File: src/hdl/lruc_pkg.sv
// Package for the LRU key-value cache: shared types and constants.
`default_nettype none

package lruc_pkg;

  // Operation code carried by each input item.
  typedef enum logic {
    CMD_GET = 1'b0,
    CMD_PUT = 1'b1
  } lruc_cmd_t;

  localparam int unsigned DATA_W = 32;
  localparam int unsigned CAP_W  = 5;

  localparam logic [CAP_W-1:0]  CAP_RESET  = 5'd16;
  localparam logic [DATA_W-1:0] MISS_VALUE = 32'hFFFF_FFFF;
  localparam logic [DATA_W-1:0] PUT_VALUE  = 32'h0000_0000;

  // Per-cycle request broadcast to every entry lane.
  typedef struct packed {
    logic              touch;   // key hit: make the hit entry most recent
    logic              insert;  // put miss: place key in the selected slot
    logic              put;     // item is a put
    logic [DATA_W-1:0] key;
    logic [DATA_W-1:0] value;
  } lruc_req_t;

endpackage

`default_nettype wire

File: src/hdl/lruc_entry.sv
// One entry lane of the LRU cache: key, value, valid bit and recency rank.
`default_nettype none

module lruc_entry #(
  parameter int unsigned RANK_W = 4
) (
  input  wire logic                        clk,
  input  wire logic                        rst_n,
  input  wire lruc_pkg::lruc_req_t         req,
  input  wire logic [RANK_W-1:0]           hit_rank,
  input  wire logic                        evict_en,
  input  wire logic [RANK_W-1:0]           evict_rank,
  input  wire logic                        ins_sel,
  output logic                             hit,
  output logic                             evict,
  output logic                             valid,
  output logic [RANK_W-1:0]                rank,
  output logic [lruc_pkg::DATA_W-1:0]      value
);

  logic                          valid_r, valid_nxt;
  logic [RANK_W-1:0]             rank_r, rank_nxt;
  logic [lruc_pkg::DATA_W-1:0]   key_r, key_nxt;
  logic [lruc_pkg::DATA_W-1:0]   value_r, value_nxt;
  logic [RANK_W-1:0]             rank_inc;

  assign hit      = valid_r && (key_r == req.key);
  assign evict    = valid_r && evict_en && (rank_r == evict_rank);
  assign rank_inc = RANK_W'(rank_r + 1'b1);
  assign valid    = valid_r;
  assign rank     = rank_r;
  assign value    = value_r;

  always_comb begin
    valid_nxt = valid_r;
    rank_nxt  = rank_r;
    key_nxt   = key_r;
    value_nxt = value_r;
    if (req.touch) begin
      if (hit) begin
        rank_nxt = '0;
        if (req.put) begin
          value_nxt = req.value;
        end
      end else if (valid_r && (rank_r < hit_rank)) begin
        rank_nxt = rank_inc;
      end
    end else if (req.insert) begin
      if (ins_sel) begin
        valid_nxt = 1'b1;
        rank_nxt  = '0;
        key_nxt   = req.key;
        value_nxt = req.value;
      end else if (evict) begin
        valid_nxt = 1'b0;
      end else if (valid_r) begin
        rank_nxt = rank_inc;
      end
    end
  end

  always_ff @(posedge clk) begin
    if (!rst_n) begin
      valid_r <= 1'b0;
      rank_r  <= '0;
    end else begin
      valid_r <= valid_nxt;
      rank_r  <= rank_nxt;
    end
  end

  // payload, no reset
  always_ff @(posedge clk) begin
    key_r   <= key_nxt;
    value_r <= value_nxt;
  end

endmodule

`default_nettype wire

File: src/hdl/lru_key_value_cache_core.sv
// Top level of the fully associative LRU key-value cache.
//
//   channel  dir  handshake            payload
//   -------  ---  -------------------  -------------------------------------------
//   in_      in   in_valid/in_ready    in_cmd, in_lookup_key, in_write_value
//   out_     out  out_valid/out_ready  out_found, out_read_value
//   cfg_     in   cfg_wr_en            cfg_wr_data (capacity_limit, 5 bits)
//
// Flow: one item per clock while results are taken. An accepted item is held in the
//   input register; from there it is looked up in all entries at once, the lanes
//   update, and the result lands in the output register.
// Throughput is set by the parallel key compare plus rank update.
// Reset (rst_n low, synchronous): all valid bits and ranks clear, occupancy 0,
//   capacity_limit 16. Key and value storage is not cleared.
// Stalls: when out_ready is low with a result held, the input register holds and
//   in_ready drops once it is also full; nothing is lost or repeated.
`default_nettype none

module lru_key_value_cache_core #(
  parameter int unsigned MAX_ENTRIES = 16
) (
  input  wire logic                        clk,
  input  wire logic                        rst_n,
  // input channel
  input  wire logic                        in_valid,
  output logic                             in_ready,
  input  wire logic                        in_cmd,
  input  wire logic signed [31:0]          in_lookup_key,
  input  wire logic signed [31:0]          in_write_value,
  // result channel
  output logic                             out_valid,
  input  wire logic                        out_ready,
  output logic                             out_found,
  output logic signed [31:0]               out_read_value,
  // configuration
  input  wire logic                        cfg_wr_en,
  input  wire logic [lruc_pkg::CAP_W-1:0]  cfg_wr_data
);

  localparam int unsigned RANK_W = (MAX_ENTRIES > 1) ? $clog2(MAX_ENTRIES) : 1;
  localparam int unsigned OCC_W  = $clog2(MAX_ENTRIES + 1);
  localparam int unsigned CMP_W  = (OCC_W > lruc_pkg::CAP_W) ? OCC_W : lruc_pkg::CAP_W;
  localparam int unsigned DW     = lruc_pkg::DATA_W;

  // ---------------------------------------------------------------------------
  // Configuration register
  // ---------------------------------------------------------------------------
  logic [lruc_pkg::CAP_W-1:0] cap_r;

  always_ff @(posedge clk) begin
    if (!rst_n) begin
      cap_r <= lruc_pkg::CAP_RESET;
    end else if (cfg_wr_en) begin
      cap_r <= cfg_wr_data;
    end
  end

  // Clamp capacity into 1..MAX_ENTRIES.
  logic [CMP_W-1:0] cap_ext;
  logic [CMP_W-1:0] cap_max;
  logic [CMP_W-1:0] eff_cap;

  assign cap_ext = CMP_W'(cap_r);
  assign cap_max = CMP_W'(MAX_ENTRIES);

  always_comb begin
    if (cap_ext == '0) begin
      eff_cap = CMP_W'(1);
    end else if (cap_ext > cap_max) begin
      eff_cap = cap_max;
    end else begin
      eff_cap = cap_ext;
    end
  end

  // ---------------------------------------------------------------------------
  // Handshake: input register and output register
  // ---------------------------------------------------------------------------
  logic                  in_v_r;
  lruc_pkg::lruc_cmd_t   in_cmd_r;
  logic [DW-1:0]         in_key_r;
  logic [DW-1:0]         in_val_r;
  logic                  out_v_r;
  logic                  out_found_r, out_found_nxt;
  logic [DW-1:0]         out_data_r, out_data_nxt;
  logic                  advance;
  logic                  go;

  assign advance  = !out_v_r || out_ready;
  assign go       = in_v_r && advance;
  assign in_ready = !in_v_r || advance;

  always_ff @(posedge clk) begin
    if (!rst_n) begin
      in_v_r  <= 1'b0;
      out_v_r <= 1'b0;
    end else begin
      if (in_ready) begin
        in_v_r <= in_valid;
      end
      if (advance) begin
        out_v_r <= in_v_r;
      end
    end
  end

  always_ff @(posedge clk) begin
    if (in_valid && in_ready) begin
      in_cmd_r <= lruc_pkg::lruc_cmd_t'(in_cmd);
      in_key_r <= $unsigned(in_lookup_key);
      in_val_r <= $unsigned(in_write_value);
    end
    if (go) begin
      out_found_r <= out_found_nxt;
      out_data_r  <= out_data_nxt;
    end
  end

  assign out_valid      = out_v_r;
  assign out_found      = out_found_r;
  assign out_read_value = $signed(out_data_r);

  // ---------------------------------------------------------------------------
  // Entry lanes
  // ---------------------------------------------------------------------------
  logic [OCC_W-1:0]        occ_r, occ_nxt;
  logic [OCC_W-1:0]        occ_m1;
  logic [MAX_ENTRIES-1:0]  hit_vec;
  logic [MAX_ENTRIES-1:0]  evict_vec;
  logic [MAX_ENTRIES-1:0]  valid_vec;
  logic [MAX_ENTRIES-1:0]  free_vec;
  logic [MAX_ENTRIES-1:0]  ins_vec;
  logic [RANK_W-1:0]       rank_arr [MAX_ENTRIES];
  logic [DW-1:0]           value_arr [MAX_ENTRIES];
  logic [RANK_W-1:0]       hit_rank;
  logic [DW-1:0]           hit_value;
  logic                    any_hit;
  logic                    is_put;
  logic                    evict_en;
  logic                    do_evict;
  lruc_pkg::lruc_req_t     req;

  assign is_put  = (in_cmd_r == lruc_pkg::CMD_PUT);
  assign any_hit = |hit_vec;
  assign occ_m1  = OCC_W'(occ_r - 1'b1);

  // Eviction applies to a put miss once occupancy reaches capacity; the victim
  // is the valid entry whose rank is occupancy-1 (ranks are dense 0..occ-1).
  assign evict_en = go && is_put && !any_hit && (CMP_W'(occ_r) >= eff_cap);
  assign do_evict = |evict_vec;

  // Lowest free slot after eviction.
  assign free_vec = ~valid_vec | evict_vec;
  assign ins_vec  = free_vec & (~free_vec + 1'b1);

  always_comb begin
    req.touch  = go && any_hit;
    req.insert = go && is_put && !any_hit;
    req.put    = is_put;
    req.key    = in_key_r;
    req.value  = in_val_r;
  end

  genvar gi;
  generate
    for (gi = 0; gi < MAX_ENTRIES; gi++) begin : g_lane
      lruc_entry #(
        .RANK_W (RANK_W)
      ) u_entry (
        .clk        (clk),
        .rst_n      (rst_n),
        .req        (req),
        .hit_rank   (hit_rank),
        .evict_en   (evict_en),
        .evict_rank (occ_m1[RANK_W-1:0]),
        .ins_sel    (ins_vec[gi]),
        .hit        (hit_vec[gi]),
        .evict      (evict_vec[gi]),
        .valid      (valid_vec[gi]),
        .rank       (rank_arr[gi]),
        .value      (value_arr[gi])
      );
    end
  endgenerate

  // One-hot select of the hit entry's rank and value.
  always_comb begin
    hit_rank  = '0;
    hit_value = '0;
    for (int i = 0; i < MAX_ENTRIES; i++) begin
      hit_rank  = hit_rank  | (rank_arr[i]  & {RANK_W{hit_vec[i]}});
      hit_value = hit_value | (value_arr[i] & {DW{hit_vec[i]}});
    end
  end

  // Result payload
  always_comb begin
    out_found_nxt = any_hit;
    if (is_put) begin
      out_data_nxt = lruc_pkg::PUT_VALUE;
    end else if (any_hit) begin
      out_data_nxt = hit_value;
    end else begin
      out_data_nxt = lruc_pkg::MISS_VALUE;
    end
  end

  // Occupancy: a put miss adds one entry unless it also evicted one.
  always_comb begin
    occ_nxt = occ_r;
    if (req.insert && !do_evict) begin
      occ_nxt = OCC_W'(occ_r + 1'b1);
    end
  end

  always_ff @(posedge clk) begin
    if (!rst_n) begin
      occ_r <= '0;
    end else begin
      occ_r <= occ_nxt;
    end
  end

  // ---------------------------------------------------------------------------
  // Assertions
  // ---------------------------------------------------------------------------
  a_occ_matches_valid: assert property (@(posedge clk) disable iff (!rst_n)
    $countones(valid_vec) == 32'(occ_r))
    else $error("occupancy does not match valid entry count");

  a_hit_unique: assert property (@(posedge clk) disable iff (!rst_n)
    $onehot0(hit_vec))
    else $error("key present in more than one entry");

  a_evict_unique: assert property (@(posedge clk) disable iff (!rst_n)
    evict_en |-> $onehot(evict_vec))
    else $error("eviction did not pick exactly one victim");

  a_get_keeps_occ: assert property (@(posedge clk) disable iff (!rst_n)
    (go && !is_put) |=> (occ_r == $past(occ_r)))
    else $error("get changed occupancy");

  a_insert_has_slot: assert property (@(posedge clk) disable iff (!rst_n)
    req.insert |-> $onehot(ins_vec))
    else $error("put miss found no free slot");

endmodule

`default_nettype wire

File: config.mk
export PLATFORM = sky130hd
export DESIGN_NAME = lru_key_value_cache_core
export DESIGN_NICKNAME = d
export VERILOG_FILES = /design/src/hdl/lruc_pkg.sv /design/src/hdl/lruc_entry.sv /design/src/hdl/lru_key_value_cache_core.sv
export SDC_FILE = /design/constraint.sdc
export NUM_CORES = 2
export LEC_CHECK = 0
export BUFFER_PORTS_ARGS = -buffer_cell sky130_fd_sc_hd__buf_4
export CORE_MARGIN = 5
export CORE_UTILIZATION = 60
export DETAILED_ROUTE_END_ITERATION = 16
export HOLD_SLACK_MARGIN = 0.02
export PLACE_DENSITY = 0.75
export SETUP_SLACK_MARGIN = 0.4
export SYNTH_ARGS = -nofsm -noshare
export SYNTH_HDL_FRONTEND = slang
export SYNTH_HIERARCHICAL = 1
export SYNTH_SLANG_ARGS = --single-unit
File: constraint.sdc
create_clock -name clk -period 10.3 [get_ports clk]
set_input_delay 1.03 -clock clk [delete_from_list [all_inputs] [get_ports clk]]
set_output_delay 1.03 -clock clk [all_outputs]
set_load 0.02 [all_outputs]
==> Word-level counts from Yosys, hierarchy flattened <==
Cells that the tools add are included.
{ "op_classes": {"add_sub_neg": 19, "multipliers": 0, "div": 0, "n_lt_le_gt_ge": 18, "n_eq_ne": 81, "shifts": 0, "n_mux": 212, "n_bitwise": 67, "n_reduce_logical": 193} }
{ "ops": {"columns": ["op", "n"], "rows": [
  ["$mux 32", 66],
  ["$and 32x32->32", 16],
  ["$eq 32x32->1", 16],
  ["$or 32x32->32", 15],
  ["$mux 4", 112],
  ["$reduce_and 4->1", 32],
  ["$reduce_and 3->1", 32],
  ["$logic_and 1x1->1", 71],
  ["$reduce_bool 2->1", 33],
  ["$add 4x1->4 const B", 16],
  ["$and 4x4->4", 16],
  ["$eq 4x4->1", 16],
  ["$lt 4x4->1", 16],
  ["$or 4x4->4", 15],
  ["$ne 3x3->1 const B", 16],
  ["$reduce_bool 3->1", 16],
  ["$ne 3x1->1 const B", 15],
  ["$mux 1", 32],
  ["$not 16->16", 2],
  ["$reduce_or 16->1", 2],
  ["$ne 2x1->1 const B", 15],
  ["$add 16x1->16 const B", 1],
  ["$and 16x16->16", 1],
  ["$or 16x16->16", 1],
  ["other kinds (11)", 17]
]} }
{ "totals": {"ff_bits": 1214, "latch_bits": 0, "ramBits": 0, "mem_bits_ro": 0, "input_bits": 75, "out_inout_bits": 35, "word_cells": 663, "mem_count": 0} }

==> Logic depth before layout (Yosys ltp) <==
{ "depth": {"depth_word": 23, "mapped_depth": 21, "depth_no_buf": 21} }

==> Hierarchy <==
The synthesis kept the hierarchy.
{ "modules_own_cells": {"columns": ["mod", "n_inst", "cells_each", "area_per_inst_um2", "seq_area_each_um2"], "rows": [
  ["lruc_entry", 16, 165, 2738.9, 2021.9],
  ["lru_key_value_cache_core", 1, 661, 7280.7, 3183.1]
]} }

==> Worst setup path after synthesis <==
No wires, ideal clock.
{ "synth_timing": {"kind": "register to register", "from": "register in_key_r[12]", "to": "register g_lane[14].u_entry.value_r (netlist bit g_lane[14].u_entry/value[0]) (enable)", "setup_time_ns": 0.490, "t_arrival_ns": 8.435, "required_time_ns": 9.810, "slack_ns": 1.376, "path_stages_with_launch": 19, "n_path_buf": 1, "period_less_slack_ns": 8.924, "path_cell_list": "edfxtp_1 xor2_1 nor4_1 nand4_1 nor3_1 buf_6 nor4_4 nand4_4 nor2_1 a21boi_0 nand3_1 nor2_1 nor4bb_1 and4_1 nand4_1 nand4b_1 nor3_1 nand2_1 o31ai_1"} }
{ "synth_lines": {"columns": ["item", "line_no", "source"], "rows": [
  ["from (decl)", "lru_key_value_cache_core.sv:81", "logic [DW-1:0] in_key_r;"],
  ["from (signal assigned)", "lru_key_value_cache_core.sv:110", "in_key_r <= $unsigned(in_lookup_key);"],
  ["to (signal assigned)", "lruc_entry.sv:75", "value_r <= value_nxt;"],
  ["to (decl)", "lruc_entry.sv:24", "logic [lruc_pkg::DATA_W-1:0] value_r, value_nxt;"]
]} }

==> metrics <==
status completed; drt pass-1 iters 7; clock root cell clkbuf_16; syn nets 3,447; Area growth syn-to-layout 13.61%; DR vias 31,320; share of layout cells above drive strength 1 0.1341; top_reg_cell synth edfxtp_1; Worst EP arrival 8.61 ns; synth unique cells 50; Worst Setup Start Kind register; Final nets 3,698; H-tree levels 3; FP Rows 107; Finished Core Util 0.6840; Worst Tran Pin Value 1.096 ns; synth warn 6; met1 Use GR 0.3767; Post-CTS Resized 0; TritonCTS clock tree built; Buf/Inv on CP 7; post-route minimum period 8.232 ns; period utilisation layout 0.7993; Setup Fix Bufs, Post-CTS 0; Mean Syn Cell Area 15.48 µm²; f_max roughly 0.12 GHz; Die X 301.8 µm; placed cells 4,578; # hold bufs at CTS 0; post-detailed-route DRC marker count 0; Psw 2114 µW; diode count 0; Leakage 0.01920 µW; Via density 6.529; setup violators final 0; EDFF count, synth between 1,000 and 1,500; switching part of the total 0.2083; largest net degree at the start of global routing 67; Comb pwr share 0.031; die area 91,110 µm²; Post-DP Area ~54,000 µm²; RSZ-0062 raised after global routing no; clk_skew 0.02976 ns; Cell Chain, Critical Path buf_4 -> xor2_1 -> nor4_1 -> nand4_1 -> nor3_2 -> buf_4 -> nor4_4 -> nand4_4 -> buf_4 -> nor2_1 -> buf_4 -> a21boi_4 -> buf_4 -> nand3_1 -> nor2_1 -> nor4bb_1 -> and4_1 -> nand4_1 -> nand4b_1 -> nor2b_1 -> nand2_1 -> inv_1 -> buf_4; final cell count without fillers 4,797; post-route cell area 58,060 µm²; pwr/cell area 174.8 nW/µm²; Setup WS post-layout 2.068 ns; gr busiest metal met2; Max rail drop VDD about 170 µV; final WL about 130,000 µm; GRT Total Usage 0.2859; Worst setup EP type register; initial antenna violation count 2; Clk Latency, worst-skew pair a little over 0.7 ns; Tightest Hold Check Type register to register; Seq cells post-synth 1,214; grt total ovfl 0; Slew Limit Headroom 0.2690; DR iter-0 viols 3,770; Core Box Area 84,880 µm²; ys async rst share 0; CP max-delay cell inv_1; Max Cap Viol 0; number of global-route vias before repair 31,996; GR Util met2 0.4846; Post-DRT Antenna Nets 0; Slew Viols, Final 0; Buffers on Ports 109; initial core utilization 0.6021; Die Ht 301.8 µm; Crit Path Category register to register; final hold violation count 0; met3 usage 0.04306; WL/cell 27.41 µm; cell mode on critical path buf_4; CP top delay family simple AND/OR/NAND/NOR gates; CTS Buf Count ~120; clock buffer depth 3; setup_tns 0 ns; Seq/Total Area, Yosys 0.6953; post-synthesis cell count ~3,300; top-level port count between 100 and 150; Clk pin slew, worst setup/hold paths ~0.07 ns; first-pass GRT wire length 196,700 µm; hpwl dp 78,430 µm; WP data required 10.68 ns; worst-path maximum fanout 37; largest stage delay on the critical path slightly below 0.7 ns; Cell Area, Synth about 50,000 µm²; Clock Power Share 0.429; pre-CTS setup slack 2.201 ns; Int Pwr about 8000 µW; Reg power frac 0.540; clock sinks 1,214; GP Congestion 0.9416
final timing paths:
path / from / end / slack (ns) / depth (start not counted)
worst min register to register: occ_r[4]$_SDFFE_PN0P_ / occ_r[4]$_SDFFE_PN0P_ / 0.49 / 2
worst min-delay path: occ_r[4]$_SDFFE_PN0P_ / occ_r[4]$_SDFFE_PN0P_ / 0.49 / 2
worst max register to register: in_key_r[9]$_DFFE_PP_ / g_lane[13].u_entry/key_r[23]$_DFFE_PP_ / 2.07 / 23
worst max-delay path: in_key_r[9]$_DFFE_PP_ / g_lane[13].u_entry/key_r[23]$_DFFE_PP_ / 2.07 / 23
state kept, by name, indices dropped and copies added (netlist names):
signal	cells
g_lane.u_entry/key_r	512
g_lane.u_entry/value	512
g_lane.u_entry/rank	64
in_key_r	32
in_val_r	32
out_read_value	32
g_lane.u_entry/valid	16
cap_ext	5
occ_r	5
in_cmd_r	1
in_v_r	1
out_found	1
out_valid	1
worst reg2reg max path: stages, from the launching register on:
cell and delay (ns):
edfxtp_1 0.65, buf_4 0.40, xor2_1 0.14, nor4_1 0.62
nand4_1 0.55, nor3_2 0.30, buf_4 0.61, nor4_4 0.16
nand4_4 0.11, buf_4 0.48, nor2_1 0.11, buf_4 0.22
a21boi_4 0.16, buf_4 0.29, nand3_1 0.15, nor2_1 0.08
nor4bb_1 0.50, and4_1 0.33, nand4_1 0.20, nand4b_1 0.31
nor2b_1 0.27, nand2_1 0.16, inv_1 0.69, buf_4 0.41
Yosys cell counts (3+ instances only):
master | number | share of area
dfxtp_1 | 92 | 0.036
edfxtp_1 | 1122 | 0.66
a41o_1 | 16 | 0.0031
nand2b_1 | 22 | 0.0027
o21a_1 | 32 | 0.0047
xor2_1 | 562 | 0.096
and3_1 | 32 | 0.0039
nand4_1 | 21 | 0.0026
xnor2_1 | 17 | 0.0029
a221oi_1 | 144 | 0.025
nand2_1 | 46 | 0.0034
nand4_2 | 16 | 0.0039
a22o_1 | 144 | 0.025
inv_1 | 104 | 0.0076
mux2i_1 | 6 | 0.0012
and2_1 | 4 | 0.00049
o21ai_0 | 98 | 0.0096
o211ai_1 | 18 | 0.0026
nor3_2 | 16 | 0.0031
buf_6 | 4 | 0.00088
a211oi_1 | 16 | 0.0024
ha_1 | 71 | 0.017
nand3_1 | 100 | 0.0098
a41oi_2 | 16 | 0.0051
o31ai_1 | 17 | 0.0025
nor2b_1 | 32 | 0.0039
o31ai_4 | 16 | 0.0067
nor3b_1 | 36 | 0.0053
nor2_1 | 77 | 0.0057
o221ai_1 | 16 | 0.0027
buf_4 | 3 | 0.00044
a31oi_1 | 64 | 0.0078
buf_2 | 5 | 0.00049
buf_1 | 4 | 0.00029
nor4_1 | 133 | 0.016
a21oi_1 | 54 | 0.0053
nor3_1 | 39 | 0.0038
nor4_4 | 4 | 0.0017
clkbuf_1 | 55 | 0.0040
a41oi_1 | 16 | 0.0027
stage by stage:
| step | hold slack [ns] | total power (µW) |
|---|---|---|
| finish | 0.4895 | 10150 |
| global route | 0.4668 | 10470 |
| CTS | 0.4667 | 10200 |
| detailed placement | 0.4837 | 5894 |
| global placement | 0.4634 | 5879 |
| floorplan | 0.4497 | 5746 |
layout make-up:
| type | count | area (µm²) |
|---|---|---|
| clock buffers | 128 | 2948 |
| clock inverters | 91 | 1012 |
| fillers | 5613 | 26820 |
| inverters | 105 | 394.1 |
| multi-input cells | 1910 | 15200 |
| flip-flops and latches | 1214 | 35530 |
| well taps | 1144 | 1431 |
| repair buffers | 205 | 1539 |
power groups by stage:
| stage | clock, µW | sequential (µW) | combinational [µW] |
|---|---|---|---|
| final | 4360 | 5480 | 314 |
| after global routing | 4650 | 5480 | 337 |
| after CTS | 4410 | 5480 | 315 |
| after detailed placement | 0 | 5580 | 313 |
| after global placement | 0 | 5580 | 304 |
| after floorplan | 0 | 5610 | 135 |
cell families (layout without fill, tap and decap cells):
group / after synthesis / count (layout) / share of synthesized area
flops: 1214 / 1214 / 0.6953
compound gates: 668 / 668 / 0.1048
mux: 6 / 6 / 0.001175
buf+inv: 177 / 529 / 0.01396
simple gates: 586 / 586 / 0.06811
xor+xnor: 579 / 579 / 0.09923
fa+ha+maj: 71 / 71 / 0.01738
cell usage in the layout (no fill, tap or decap), types with 36 or more instances in the layout:
master | netlist | final
a221oi_1 | 144 | 144
ha_1 | 71 | 71
a21oi_1 | 54 | 54
nor4_1 | 133 | 133
nand2_1 | 46 | 46
nor2_1 | 77 | 77
inv_1 | 104 | 103
xor2_1 | 562 | 560
a22o_1 | 144 | 144
dfxtp_1 | 92 | 92
nand3_1 | 100 | 100
buf_4 | 3 | 205
clkbuf_16 | 0 | 116
o21ai_0 | 98 | 98
a31oi_1 | 64 | 64
edfxtp_1 | 1122 | 1122
nor3b_1 | 36 | 36
layer usage:
metal,share of wire,vias up
met5,0,-
met4,0.043,0
met3,0.081,382
met2,0.50,1692
met1,0.38,15679
li1,-,13567
No activity file was read; power rests on OpenSTA's default activity.
